## src/hdl/i2cm_pkg.sv

```systemverilog
`timescale 1ns / 1ps
`default_nettype none
// ----------------------------------------------------------------------------
// i2cm_pkg
// Shared types and constants of the I2C bit-level master.
// ----------------------------------------------------------------------------
package i2cm_pkg;

    // Operation codes on the command channel
    localparam logic [2:0] OP_START     = 3'd0;
    localparam logic [2:0] OP_STOP      = 3'd1;
    localparam logic [2:0] OP_WRITE     = 3'd2;
    localparam logic [2:0] OP_READ_ACK  = 3'd3;
    localparam logic [2:0] OP_READ_NACK = 3'd4;

    // Configuration register indexes
    localparam logic CFG_HALF_PERIOD = 1'b0;
    localparam logic CFG_POLL_LIMIT  = 1'b1;

    localparam logic [15:0] HALF_PERIOD_RST = 16'd500;
    localparam logic [7:0]  POLL_LIMIT_RST  = 8'd10;
    localparam logic [3:0]  BITS_PER_BYTE   = 4'd8;

    typedef enum logic [2:0] {
        CMD_NONE,
        CMD_START,
        CMD_STOP,
        CMD_WRITE,
        CMD_READ
    } t_cmd;

    // One classified tick
    typedef struct packed {
        t_cmd       cmd;
        logic       ack;
        logic [7:0] wdata;
        logic       sda;
    } t_item;

    typedef struct packed {
        logic  valid;
        t_item item;
    } t_queue_head;

    typedef enum logic [13:0] {
        PH_IDLE   = 14'b00000000000001,
        PH_ST1    = 14'b00000000000010,
        PH_ST2    = 14'b00000000000100,
        PH_ST3    = 14'b00000000001000,
        PH_SP1    = 14'b00000000010000,
        PH_SP2    = 14'b00000000100000,
        PH_WSET   = 14'b00000001000000,
        PH_WHIGH  = 14'b00000010000000,
        PH_WLOW   = 14'b00000100000000,
        PH_AKLOW  = 14'b00001000000000,
        PH_AKHIGH = 14'b00010000000000,
        PH_RLOW   = 14'b00100000000000,
        PH_RHIGH  = 14'b01000000000000,
        PH_SAHIGH = 14'b10000000000000
    } t_phase;

endpackage
`default_nettype wire

```

## src/hdl/i2cm_cmd_if.sv

```systemverilog
`timescale 1ns / 1ps
`default_nettype none
// ----------------------------------------------------------------------------
// i2cm_cmd_if
// Tick channel into the master: optional command plus sampled SDA.
// ----------------------------------------------------------------------------
interface i2cm_cmd_if;
    logic       valid;
    logic       ready;
    logic       cmd_valid;
    logic [2:0] operation;
    logic [7:0] write_data;
    logic       sda_in;

    modport source (output valid, output cmd_valid, output operation,
                    output write_data, output sda_in, input ready);
    modport sink   (input valid, input cmd_valid, input operation,
                    input write_data, input sda_in, output ready);
endinterface
`default_nettype wire

```

## src/hdl/i2cm_res_if.sv

```systemverilog
`timescale 1ns / 1ps
`default_nettype none
// ----------------------------------------------------------------------------
// i2cm_res_if
// Result channel out of the master: bus drive levels and status per tick.
// ----------------------------------------------------------------------------
interface i2cm_res_if;
    logic       valid;
    logic       ready;
    logic       scl_out;
    logic       sda_out;
    logic       busy_res;
    logic       done_res;
    logic [7:0] read_data;
    logic       nack;

    modport source (output valid, output scl_out, output sda_out, output busy_res,
                    output done_res, output read_data, output nack, input ready);
    modport sink   (input valid, input scl_out, input sda_out, input busy_res,
                    input done_res, input read_data, input nack, output ready);
endinterface
`default_nettype wire

```

## src/hdl/i2cm_front.sv

```systemverilog
`timescale 1ns / 1ps
`default_nettype none
// ----------------------------------------------------------------------------
// i2cm_front
// Accepts tick beats, classifies the command and queues them for the engine.
// ----------------------------------------------------------------------------
module i2cm_front import i2cm_pkg::*; #(
    parameter int DEPTH = 2
) (
    input  wire logic  i_clk,
    input  wire logic  i_rst_n,
    i2cm_cmd_if.sink   i_cmd,
    input  wire logic  i_pop,
    output t_queue_head o_head
);
    localparam int PW = (DEPTH > 1) ? $clog2(DEPTH) : 1;
    localparam int CW = $clog2(DEPTH + 1);

    t_item          r_mem [DEPTH];
    logic [PW-1:0]  r_wr_ptr, r_rd_ptr;
    logic [CW-1:0]  r_count;
    t_item          w_item;
    logic           w_push;

    // Undefined operations and idle ticks both become CMD_NONE
    always_comb begin
        w_item.cmd   = CMD_NONE;
        w_item.ack   = 1'b0;
        w_item.wdata = i_cmd.write_data;
        w_item.sda   = i_cmd.sda_in;
        if (i_cmd.cmd_valid) begin
            case (i_cmd.operation)
                OP_START:     w_item.cmd = CMD_START;
                OP_STOP:      w_item.cmd = CMD_STOP;
                OP_WRITE:     w_item.cmd = CMD_WRITE;
                OP_READ_ACK: begin
                    w_item.cmd = CMD_READ;
                    w_item.ack = 1'b1;
                end
                OP_READ_NACK: w_item.cmd = CMD_READ;
                default:      w_item.cmd = CMD_NONE;
            endcase
        end
    end

    assign i_cmd.ready = (r_count != CW'(DEPTH));
    assign w_push      = i_cmd.valid && i_cmd.ready;
    assign o_head      = {(r_count != '0), r_mem[r_rd_ptr]};

    always_ff @(posedge i_clk) begin
        if (w_push) begin
            r_mem[r_wr_ptr] <= w_item;
        end
    end

    always_ff @(posedge i_clk) begin
        if (!i_rst_n) begin
            r_wr_ptr <= '0;
            r_rd_ptr <= '0;
            r_count  <= '0;
        end else begin
            if (w_push) begin
                r_wr_ptr <= (r_wr_ptr == PW'(DEPTH - 1)) ? '0 : r_wr_ptr + 1'b1;
            end
            if (i_pop) begin
                r_rd_ptr <= (r_rd_ptr == PW'(DEPTH - 1)) ? '0 : r_rd_ptr + 1'b1;
            end
            if (w_push && !i_pop) begin
                r_count <= r_count + 1'b1;
            end else if (!w_push && i_pop) begin
                r_count <= r_count - 1'b1;
            end
        end
    end
endmodule
`default_nettype wire

```

## src/hdl/i2cm_engine.sv

```systemverilog
`timescale 1ns / 1ps
`default_nettype none
// ----------------------------------------------------------------------------
// i2cm_engine
// Phase sequencer: one queued tick per cycle to the result register unless held.
// ----------------------------------------------------------------------------
module i2cm_engine import i2cm_pkg::*; (
    input  wire logic        i_clk,
    input  wire logic        i_rst_n,
    input  wire logic        i_cfg_we,
    input  wire logic        i_cfg_index,
    input  wire logic [15:0] i_cfg_wdata,
    input  wire t_queue_head i_head,
    output logic             o_pop,
    i2cm_res_if.source       o_res
);
    logic [15:0] r_half;
    logic [7:0]  r_poll_limit;

    t_phase      r_phase, n_phase;
    logic [3:0]  r_bit_count, n_bit_count;
    logic [7:0]  r_shift, n_shift;
    logic [15:0] r_tick, n_tick;
    logic [7:0]  r_poll, n_poll;
    logic        r_ack_mode, n_ack_mode;
    logic        r_scl, n_scl;
    logic        r_sda, n_sda;
    logic        r_nack, n_nack;
    logic [7:0]  r_read_hold, n_read_hold;
    logic        n_done;

    logic        r_out_valid;
    logic        r_scl_o, r_sda_o, r_busy_o, r_done_o, r_nack_o;
    logic [7:0]  r_read_o;

    logic [15:0] w_half, w_tick_inc;
    logic [3:0]  w_bits_inc;
    logic [7:0]  w_shl, w_rd_shift;
    t_item       w_it;

    assign w_half     = (r_half == '0) ? 16'd1 : r_half;
    assign w_tick_inc = r_tick + 16'd1;
    assign w_bits_inc = r_bit_count + 4'd1;
    assign w_shl      = {r_shift[6:0], 1'b0};
    assign w_it       = i_head.item;
    assign w_rd_shift = {r_shift[6:0], w_it.sda};

    assign o_pop = i_head.valid && (!r_out_valid || o_res.ready);

    always_comb begin
        n_phase     = r_phase;
        n_bit_count = r_bit_count;
        n_shift     = r_shift;
        n_tick      = r_tick;
        n_poll      = r_poll;
        n_ack_mode  = r_ack_mode;
        n_scl       = r_scl;
        n_sda       = r_sda;
        n_nack      = r_nack;
        n_read_hold = r_read_hold;
        n_done      = 1'b0;
        if (r_phase == PH_IDLE) begin
            case (w_it.cmd)
                CMD_START: begin
                    n_phase = PH_ST1; n_scl = 1'b1; n_sda = 1'b1; n_tick = '0;
                end
                CMD_STOP: begin
                    n_phase = PH_SP1; n_scl = 1'b1; n_sda = 1'b0; n_tick = '0;
                end
                CMD_WRITE: begin
                    n_shift = w_it.wdata; n_bit_count = '0;
                    n_phase = PH_WSET; n_scl = 1'b0; n_sda = w_it.wdata[7]; n_tick = '0;
                end
                CMD_READ: begin
                    n_shift = '0; n_bit_count = '0; n_ack_mode = w_it.ack;
                    n_phase = PH_RLOW; n_scl = 1'b0; n_sda = 1'b1; n_tick = '0;
                end
                default: ;
            endcase
        end else if (w_tick_inc < w_half) begin
            n_tick = w_tick_inc;
        end else begin
            // Half period reached: apply the next levels
            n_tick = '0;
            case (r_phase)
                PH_ST1: begin n_phase = PH_ST2; n_scl = 1'b1; n_sda = 1'b0; end
                PH_ST2: begin n_phase = PH_ST3; n_scl = 1'b0; n_sda = 1'b0; end
                PH_ST3: begin
                    n_phase = PH_IDLE; n_scl = 1'b0; n_sda = 1'b0; n_done = 1'b1;
                end
                PH_SP1: begin n_phase = PH_SP2; n_scl = 1'b1; n_sda = 1'b1; end
                PH_SP2: begin
                    n_phase = PH_IDLE; n_scl = 1'b1; n_sda = 1'b1; n_done = 1'b1;
                end
                PH_WSET:  begin n_phase = PH_WHIGH; n_scl = 1'b1; end
                PH_WHIGH: begin n_phase = PH_WLOW;  n_scl = 1'b0; end
                PH_WLOW: begin
                    n_shift     = w_shl;
                    n_bit_count = w_bits_inc;
                    n_scl       = 1'b0;
                    if (w_bits_inc < BITS_PER_BYTE) begin
                        n_phase = PH_WSET; n_sda = w_shl[7];
                    end else begin
                        n_phase = PH_AKLOW; n_sda = 1'b1;
                    end
                end
                PH_AKLOW: begin
                    n_poll = r_poll_limit; n_phase = PH_AKHIGH; n_scl = 1'b1; n_sda = 1'b1;
                end
                PH_AKHIGH: begin
                    if (r_poll == '0) begin
                        // Out of polls: flag nack and drive a stop
                        n_nack = 1'b1; n_phase = PH_SP1; n_scl = 1'b1; n_sda = 1'b0;
                    end else if (!w_it.sda) begin
                        n_nack = 1'b0; n_phase = PH_IDLE; n_scl = 1'b0; n_sda = 1'b1;
                        n_done = 1'b1;
                    end else begin
                        n_poll = r_poll - 8'd1;
                    end
                end
                PH_RLOW: begin n_phase = PH_RHIGH; n_scl = 1'b1; n_sda = 1'b1; end
                PH_RHIGH: begin
                    n_shift     = w_rd_shift;
                    n_bit_count = w_bits_inc;
                    if (w_bits_inc < BITS_PER_BYTE) begin
                        n_phase = PH_RLOW; n_scl = 1'b0; n_sda = 1'b1;
                    end else begin
                        n_read_hold = w_rd_shift;
                        n_phase = PH_SAHIGH; n_scl = 1'b1; n_sda = !r_ack_mode;
                    end
                end
                PH_SAHIGH: begin
                    n_phase = PH_IDLE; n_scl = 1'b0; n_sda = r_ack_mode; n_done = 1'b1;
                end
                default: n_phase = PH_IDLE;
            endcase
        end
    end

    always_ff @(posedge i_clk) begin
        if (!i_rst_n) begin
            r_half       <= HALF_PERIOD_RST;
            r_poll_limit <= POLL_LIMIT_RST;
        end else if (i_cfg_we) begin
            case (i_cfg_index)
                CFG_HALF_PERIOD: r_half       <= i_cfg_wdata;
                CFG_POLL_LIMIT:  r_poll_limit <= i_cfg_wdata[7:0];
                default: ;
            endcase
        end
    end

    always_ff @(posedge i_clk) begin
        if (!i_rst_n) begin
            r_phase     <= PH_IDLE;
            r_bit_count <= '0;
            r_shift     <= '0;
            r_tick      <= '0;
            r_poll      <= '0;
            r_ack_mode  <= 1'b0;
            r_scl       <= 1'b1;
            r_sda       <= 1'b1;
            r_nack      <= 1'b0;
            r_read_hold <= '0;
            r_out_valid <= 1'b0;
        end else begin
            if (o_pop) begin
                r_phase     <= n_phase;
                r_bit_count <= n_bit_count;
                r_shift     <= n_shift;
                r_tick      <= n_tick;
                r_poll      <= n_poll;
                r_ack_mode  <= n_ack_mode;
                r_scl       <= n_scl;
                r_sda       <= n_sda;
                r_nack      <= n_nack;
                r_read_hold <= n_read_hold;
                r_out_valid <= 1'b1;
            end else if (o_res.ready) begin
                r_out_valid <= 1'b0;
            end
        end
    end

    always_ff @(posedge i_clk) begin
        if (o_pop) begin
            r_scl_o  <= n_scl;
            r_sda_o  <= n_sda;
            r_busy_o <= (n_phase != PH_IDLE);
            r_done_o <= n_done;
            r_read_o <= n_read_hold;
            r_nack_o <= n_nack;
        end
    end

    assign o_res.valid     = r_out_valid;
    assign o_res.scl_out   = r_scl_o;
    assign o_res.sda_out   = r_sda_o;
    assign o_res.busy_res  = r_busy_o;
    assign o_res.done_res  = r_done_o;
    assign o_res.read_data = r_read_o;
    assign o_res.nack      = r_nack_o;
endmodule
`default_nettype wire

```

## src/hdl/i2c_bit_level_master.sv

```systemverilog
`timescale 1ns / 1ps
`default_nettype none
// ----------------------------------------------------------------------------
// i2c_bit_level_master
// I2C master bit engine fed one tick beat per clock unless o_res is held.
// ----------------------------------------------------------------------------
// Usage:
//   i_cmd carries one beat per bus tick: an optional command (start, stop,
//   write byte, read with ack, read with nack) and the sampled SDA level.
//   o_res returns exactly one beat per tick beat: SCL/SDA drive levels,
//   busy, a done pulse, the last read byte and the nack flag.
//   Config port: i_cfg_index 0 = half period in ticks, 1 = ack poll limit.
//   Write it only while the engine is idle.
// Timing:
//   One tick beat per cycle sustained while o_res is not held. A beat is
//   queued at acceptance, then stepped by the phase sequencer into the
//   result register, which drives o_res. The phase sequencer takes one
//   beat per unstalled cycle; the result register is the only output stage.
// Reset:
//   Idle, SCL and SDA released, half period 500, poll limit 10, flags clear.
// Stall:
//   When o_res is held, the result register keeps its beat, the queue fills
//   (QUEUE_DEPTH beats) and i_cmd.ready then drops until o_res drains.
// ----------------------------------------------------------------------------
module i2c_bit_level_master import i2cm_pkg::*; #(
    parameter int QUEUE_DEPTH = 2
) (
    input  wire logic        i_clk,
    input  wire logic        i_rst_n,
    i2cm_cmd_if.sink         i_cmd,
    i2cm_res_if.source       o_res,
    input  wire logic        i_cfg_we,
    input  wire logic        i_cfg_index,
    input  wire logic [15:0] i_cfg_wdata
);
    t_queue_head w_head;
    logic        w_pop;

    i2cm_front #(
        .DEPTH (QUEUE_DEPTH)
    ) u_front (
        .i_clk   (i_clk),
        .i_rst_n (i_rst_n),
        .i_cmd   (i_cmd),
        .i_pop   (w_pop),
        .o_head  (w_head)
    );

    i2cm_engine u_engine (
        .i_clk       (i_clk),
        .i_rst_n     (i_rst_n),
        .i_cfg_we    (i_cfg_we),
        .i_cfg_index (i_cfg_index),
        .i_cfg_wdata (i_cfg_wdata),
        .i_head      (w_head),
        .o_pop       (w_pop),
        .o_res       (o_res)
    );

`ifndef SYNTH
    // A completing beat always leaves the engine idle
    a_done_not_busy: assert property (@(posedge i_clk) disable iff (!i_rst_n)
        o_res.valid && o_res.done_res |-> !o_res.busy_res)
        else $error("done beat reported busy");

    // The engine only steps a beat the queue actually holds
    a_pop_has_beat: assert property (@(posedge i_clk) disable iff (!i_rst_n)
        w_pop |-> w_head.valid)
        else $error("engine popped an empty queue");

    // The front only backs up after the result side stalled
    a_full_after_stall: assert property (@(posedge i_clk) disable iff (!i_rst_n)
        !i_cmd.ready |-> $past(o_res.valid && !o_res.ready))
        else $error("front full without a result stall");
`endif
endmodule
`default_nettype wire
```

## src/flat_wrapper.sv

```systemverilog
// flat-port wrapper written by rule: the top's interface ports become plain ports
module i2c_bit_level_master_flat import i2cm_pkg::*;
#(
    parameter int QUEUE_DEPTH = 2
)
  (i_clk, i_rst_n, i_cfg_we, i_cfg_index, i_cfg_wdata, i_cmd_valid, i_cmd_cmd_valid, i_cmd_operation, i_cmd_write_data, i_cmd_sda_in, i_cmd_ready, o_res_valid, o_res_scl_out, o_res_sda_out, o_res_busy_res, o_res_done_res, o_res_read_data, o_res_nack, o_res_ready);
  i2cm_cmd_if i_cmd_i ();
  i2cm_res_if o_res_i ();
  input  wire logic i_clk;
  input  wire logic i_rst_n;
  input  wire logic i_cfg_we;
  input  wire logic i_cfg_index;
  input  wire logic [15:0] i_cfg_wdata;
  input wire logic [$bits(i_cmd_i.valid)-1:0] i_cmd_valid;
  input wire logic [$bits(i_cmd_i.cmd_valid)-1:0] i_cmd_cmd_valid;
  input wire logic [$bits(i_cmd_i.operation)-1:0] i_cmd_operation;
  input wire logic [$bits(i_cmd_i.write_data)-1:0] i_cmd_write_data;
  input wire logic [$bits(i_cmd_i.sda_in)-1:0] i_cmd_sda_in;
  output wire logic [$bits(i_cmd_i.ready)-1:0] i_cmd_ready;
  output wire logic [$bits(o_res_i.valid)-1:0] o_res_valid;
  output wire logic [$bits(o_res_i.scl_out)-1:0] o_res_scl_out;
  output wire logic [$bits(o_res_i.sda_out)-1:0] o_res_sda_out;
  output wire logic [$bits(o_res_i.busy_res)-1:0] o_res_busy_res;
  output wire logic [$bits(o_res_i.done_res)-1:0] o_res_done_res;
  output wire logic [$bits(o_res_i.read_data)-1:0] o_res_read_data;
  output wire logic [$bits(o_res_i.nack)-1:0] o_res_nack;
  input wire logic [$bits(o_res_i.ready)-1:0] o_res_ready;
  assign i_cmd_i.valid = i_cmd_valid;
  assign i_cmd_i.cmd_valid = i_cmd_cmd_valid;
  assign i_cmd_i.operation = i_cmd_operation;
  assign i_cmd_i.write_data = i_cmd_write_data;
  assign i_cmd_i.sda_in = i_cmd_sda_in;
  assign i_cmd_ready = i_cmd_i.ready;
  assign o_res_valid = o_res_i.valid;
  assign o_res_scl_out = o_res_i.scl_out;
  assign o_res_sda_out = o_res_i.sda_out;
  assign o_res_busy_res = o_res_i.busy_res;
  assign o_res_done_res = o_res_i.done_res;
  assign o_res_read_data = o_res_i.read_data;
  assign o_res_nack = o_res_i.nack;
  assign o_res_i.ready = o_res_ready;
  i2c_bit_level_master #(.QUEUE_DEPTH(QUEUE_DEPTH)) u_core (.i_clk(i_clk), .i_rst_n(i_rst_n), .i_cmd(i_cmd_i), .o_res(o_res_i), .i_cfg_we(i_cfg_we), .i_cfg_index(i_cfg_index), .i_cfg_wdata(i_cfg_wdata));
endmodule
```

## config.mk

```make
export PLATFORM = sky130hd
export DESIGN_NAME = i2c_bit_level_master_flat
export DESIGN_NICKNAME = d
export VERILOG_FILES = /design/src/hdl/i2cm_pkg.sv /design/src/hdl/i2cm_cmd_if.sv /design/src/hdl/i2cm_res_if.sv /design/src/hdl/i2cm_front.sv /design/src/hdl/i2cm_engine.sv /design/src/hdl/i2c_bit_level_master.sv /design/src/flat_wrapper.sv
export SDC_FILE = /design/constraint.sdc
export NUM_CORES = 1
export LEC_CHECK = 0
export BUFFER_PORTS_ARGS = -buffer_cell sky130_fd_sc_hd__buf_2
export CAP_MARGIN = 30
export CORE_AREA = 4 4 109 111
export CTS_CLUSTER_DIAMETER = 150
export CTS_CLUSTER_SIZE = 12
export DETAILED_ROUTE_END_ITERATION = 16
export DIE_AREA = 0 0 113 115
export PLACE_DENSITY_LB_ADDON = 0.15
export SLEW_MARGIN = 20
export SYNTH_ARGS = -nofsm -noshare
export SYNTH_HDL_FRONTEND = slang
export SYNTH_SLANG_ARGS = --single-unit
export TNS_END_PERCENT = 5
```

## constraint.sdc

```tcl
create_clock -name i_clk -period 8 [get_ports i_clk]
set_input_delay 0.4 -clock i_clk [delete_from_list [all_inputs] [get_ports i_clk]]
set_output_delay 0.4 -clock i_clk [all_outputs]
set_load 0.005 [all_outputs]
```

==> results.yml <==
status:
  outcome: "complete, no violations"
setup_path:
  worstPathCellList: "ha_1, and3_1, and3_1, and3_1, and3_1, nand3_1, xnor2_1, ha_1, o21a_1, nor2_1, o31ai_1, or2_1, nand4_1, mux2i_1, nor2_1"
  startpoint_type: "register"
  cp_data_required_time_ns: 8.40
  end_kind: "register"
  worst_r2r_endpoint: "u_core.u_engine.r_read_hold[3]"
  crit_type: "register to register"
  crit_arrival_ns: 5.44
  cp_common_cell: "and3_1"
  cp_slowest_cell: "or2_1"
  regToRegSetupSlack_ns: 2.96
  worstPathMaxFanout: 24
  r2r-start: "u_core.u_engine.r_tick[0]"
  cpPeakStageDelay_ns: 0.82
  rr_worst_depth: 15
hold_path:
  whs_endpoint: "u_core.u_front.r_mem[1][4]"
  hold_class: "input pin to register"
  hold_path_startpoint: "i_cmd_write_data[3]"
  hold_depth: 1
yosys:
  synth.top_cell.area_share_pct: 26.29
  synth_edf_count: 39
  ys_seq_area_share_pct: 43.18
  synth-seq-cells: 130
  syn_inst: 780
  yosys.area.top_type: "dfxtp_1"
  avgSynthCellArea_um2: 8.885
  synth_nets: 835
  synthArstFlopShare_pct: 0
  synthesis.area_um2: 6930
  yosysWarnings: 0
  yosys_most_used_dff: "dfxtp_1"
  synth_commonest_cells: "nand2_1 (95), dfxtp_1 (91), nor2_1 (74), a21oi_1 (67), edfxtp_1 (39)"
  synth_area_leaders: "dfxtp_1 (26%), edfxtp_1 (17%), nand2_1 (5.1%)"
  yosysMostFrequentCell: "nand2_1"
  yosys.cell_types.count: 79
cts:
  clockRootBuffer: "clkbuf_8"
  htree_levels: 4
  cts_setup_buffers: 0
  cts_hold_buf: 0
  cts_tree: "done"
  cts_buffers: 17
  clk_path_buf_depth: 2
  cts_num_sinks: 130
  path_clk_slew_ns: 0.06
  post_cts_resized: 0
  clk_latency_ns: 0.54
timing:
  tightest_slew_ns: 0.9588
  setup_viol: 0
  skew_ns: 0.01030
  drv_slew: 0
  grt_setup_unrepaired: "false"
  fin_crit_sh_pct: 62.94
  setup_tns_ns: 0
  max_freq_ghz: 0.1986
  finalHoldViolations: 0
  fin_crit_ns: 5.035
  max_slew_margin_pct: 36.08
detailed_routing:
  vias: 5988
  drt_iter0_markers: 577
  vias_per_cell: 6.231
  ant_nets: 0
  routed_wl_um: 17230
  first_pass_iters: 5
  wl_per_cell_um: 17.93
  drc: 0
floorplan:
  ios: 50
  fp-row-count: 38
  dieArea_um2: 13000
  core_area_um2: 10790
  start_util_pct: 64.21
  die_h_um: 115
  die_x_um: 113
placement:
  portBuffers: 49
  dp_hpwl_um: 11970
  gp_congestion: 0.9517
power:
  power_frac_comb_pct: 32.9
  powerDensity_nw_per_um2: 308.9
  p_int_mw: 1.493
  sw_frac_of_total_pct: 37.45
  leakagePower_nw: 3.004
  clkPwrFrac_pct: 30.1
  ir_drop_uv: 316.5
  seqPwrFrac_pct: 37.1
  switchingPower_mw: 0.8939
  power.total_mw: 2.387
flow_run:
  maxCapViolations: 0
cells_and_area:
  n_fill_cell: 813
  drive_above_1_share_pct: 14.62
  ff_latch_area_um2: 2993
  area.growth.synth_to_final_pct: 11.50
  nNetsFinal: 863
  n_antenna_cell: 0
  multi_input_area_um2: 3632
global_route:
  grt_pass1_vias: 5702
  grt_max_degree: 52
  overflow: 0
  grt_pass1_wl_um: 28220
  grtUsageTotal_pct: 27.37
  antenna_found_initial: 0
==> layer usage <==
layer | wire length (um) | track usage, % | share of wire, %
met5 | 0 | 0 | 0
met4 | 441 | 11.78 | 2.6
met3 | 1158 | 5.842 | 6.7
met2 | 8133 | 43.21 | 47
met1 | 7497 | 36.61 | 44
==> cells in the final DEF (no fill, tap or decap), types with 6 or more instances in the layout <==
master | netlist | final
mux2i_1 | 24 | 24
o211ai_1 | 10 | 10
nand2_1 | 95 | 95
o21ai_1 | 7 | 7
ha_1 | 20 | 20
nor3_1 | 27 | 27
inv_1 | 20 | 20
nand3_1 | 20 | 20
buf_2 | 10 | 50
nor2_1 | 74 | 74
nand4_1 | 12 | 12
mux2_2 | 7 | 7
a211oi_1 | 10 | 10
xor2_1 | 16 | 16
buf_4 | 3 | 6
xnor2_1 | 13 | 13
and3_1 | 12 | 12
nand2b_1 | 11 | 11
nand3b_1 | 10 | 10
clkbuf_16 | 0 | 16
dfxtp_1 | 91 | 91
edfxtp_1 | 39 | 39
o21ai_0 | 30 | 30
nor4_1 | 12 | 12
a21oi_1 | 67 | 67
nand4b_1 | 6 | 6
==> registers in the layout, summed over array words and instances, names as in the netlist, 2 cells and up, named ones only <==
signal and count:
u_core.u_engine.r_phase 14, u_core.u_engine.r_read_hold 8, u_core.u_engine.r_half 16, u_core.u_engine.r_poll_limit 8, u_core.u_engine.r_tick 16, u_core.u_engine.r_shift 7
u_core.u_engine.r_poll 8, u_core.u_front.r_mem 26, u_core.u_front.r_count 2, u_core.u_engine.o_res.read_data 8, u_core.u_engine.r_bit_count 4
==> power by group through the flow <==
| stage | clock, mW | sequential [mW] | combinational [mW] |
|---|---|---|---|
| final | 0.718 | 0.885 | 0.784 |
| after global routing | 0.758 | 0.896 | 0.866 |
| after CTS | 0.727 | 0.882 | 0.773 |
| after detailed placement | 0 | 0.896 | 0.767 |
| after global placement | 0 | 0.890 | 0.744 |
| after floorplan | 0 | 0.851 | 0.611 |
==> stage by stage <==
stage | util, % | setup slack, ns | instance area [um^2] | cells | hold WS [ns]
floorplan | - | 4.012 | 6930 | 780 | 0.4332
global placement | 66.39 | 3.261 | 7166 | 927 | 0.4484
CTS | 71.60 | 3.012 | 7727 | 961 | 0.02789
detailed placement | 66.51 | 3.060 | 7178 | 929 | 0.4538
global route | 71.60 | 2.535 | 7727 | 961 | 0.02426
finish | 71.60 | 2.965 | 7727 | 961 | 0.04693
==> how the worst max path moves through the flow <==
stage	startpoint	endpoint	slack [ns]	cells past startpoint
floorplan	u_core.u_engine.r_tick[0]	u_core.u_engine.o_res.read_data[3]	4.01	17
global placement	u_core.u_engine.r_tick[0]	u_core.u_engine.r_tick[7]	3.26	15
CTS	u_core.u_engine.r_tick[0]	u_core.u_engine.r_read_hold[3]	3.01	16
global route	u_core.u_engine.r_tick[0]	u_core.u_engine.r_tick[7]	2.54	16
detailed placement	u_core.u_engine.r_tick[0]	u_core.u_engine.r_read_hold[3]	3.06	15
finish	u_core.u_engine.r_tick[0]	u_core.u_engine.r_read_hold[3]	2.96	15
==> cell families (layout without fill, tap and decap cells) <==
group | count (synthesis) | in the layout | share of synthesized area (%)
adder cells (fa/ha/maj) | 20 | 20 | 3.611
multiplexers | 34 | 34 | 5.091
AO/OA/AOI/OAI | 173 | 173 | 15.83
buffers and inverters | 69 | 110 | 4.405
AND/OR/NAND/NOR | 325 | 325 | 24.21
XOR/XNOR | 29 | 29 | 3.665
flip-flops | 130 | 130 | 43.18
==> worst max-delay path, delay by kind of cell, from the launching register on <==
| family | cells | cell delay, ns |
|---|---|---|
| and+or+nand+nor | 9 | 2.83 |
| muxes | 1 | 0.37 |
| adders and majority gates | 2 | 0.56 |
| xor gates and xnor gates | 1 | 0.17 |
| DFF | 1 | 0.38 |
| AOI/OAI and AO/OA | 2 | 0.57 |
==> area by class of cell <==
| cell class | count | area share, % |
|---|---|---|
| multi-input cells | 581 | 47.00 |
| flip-flops and latches | 130 | 38.73 |
| clock buffers | 17 | 5.359 |
| repair buffers | 56 | 3.821 |
| well taps | 140 | 2.267 |
| clock inverters | 15 | 1.749 |
| inverters | 22 | 1.069 |
(Power assumes the default switching activity.)
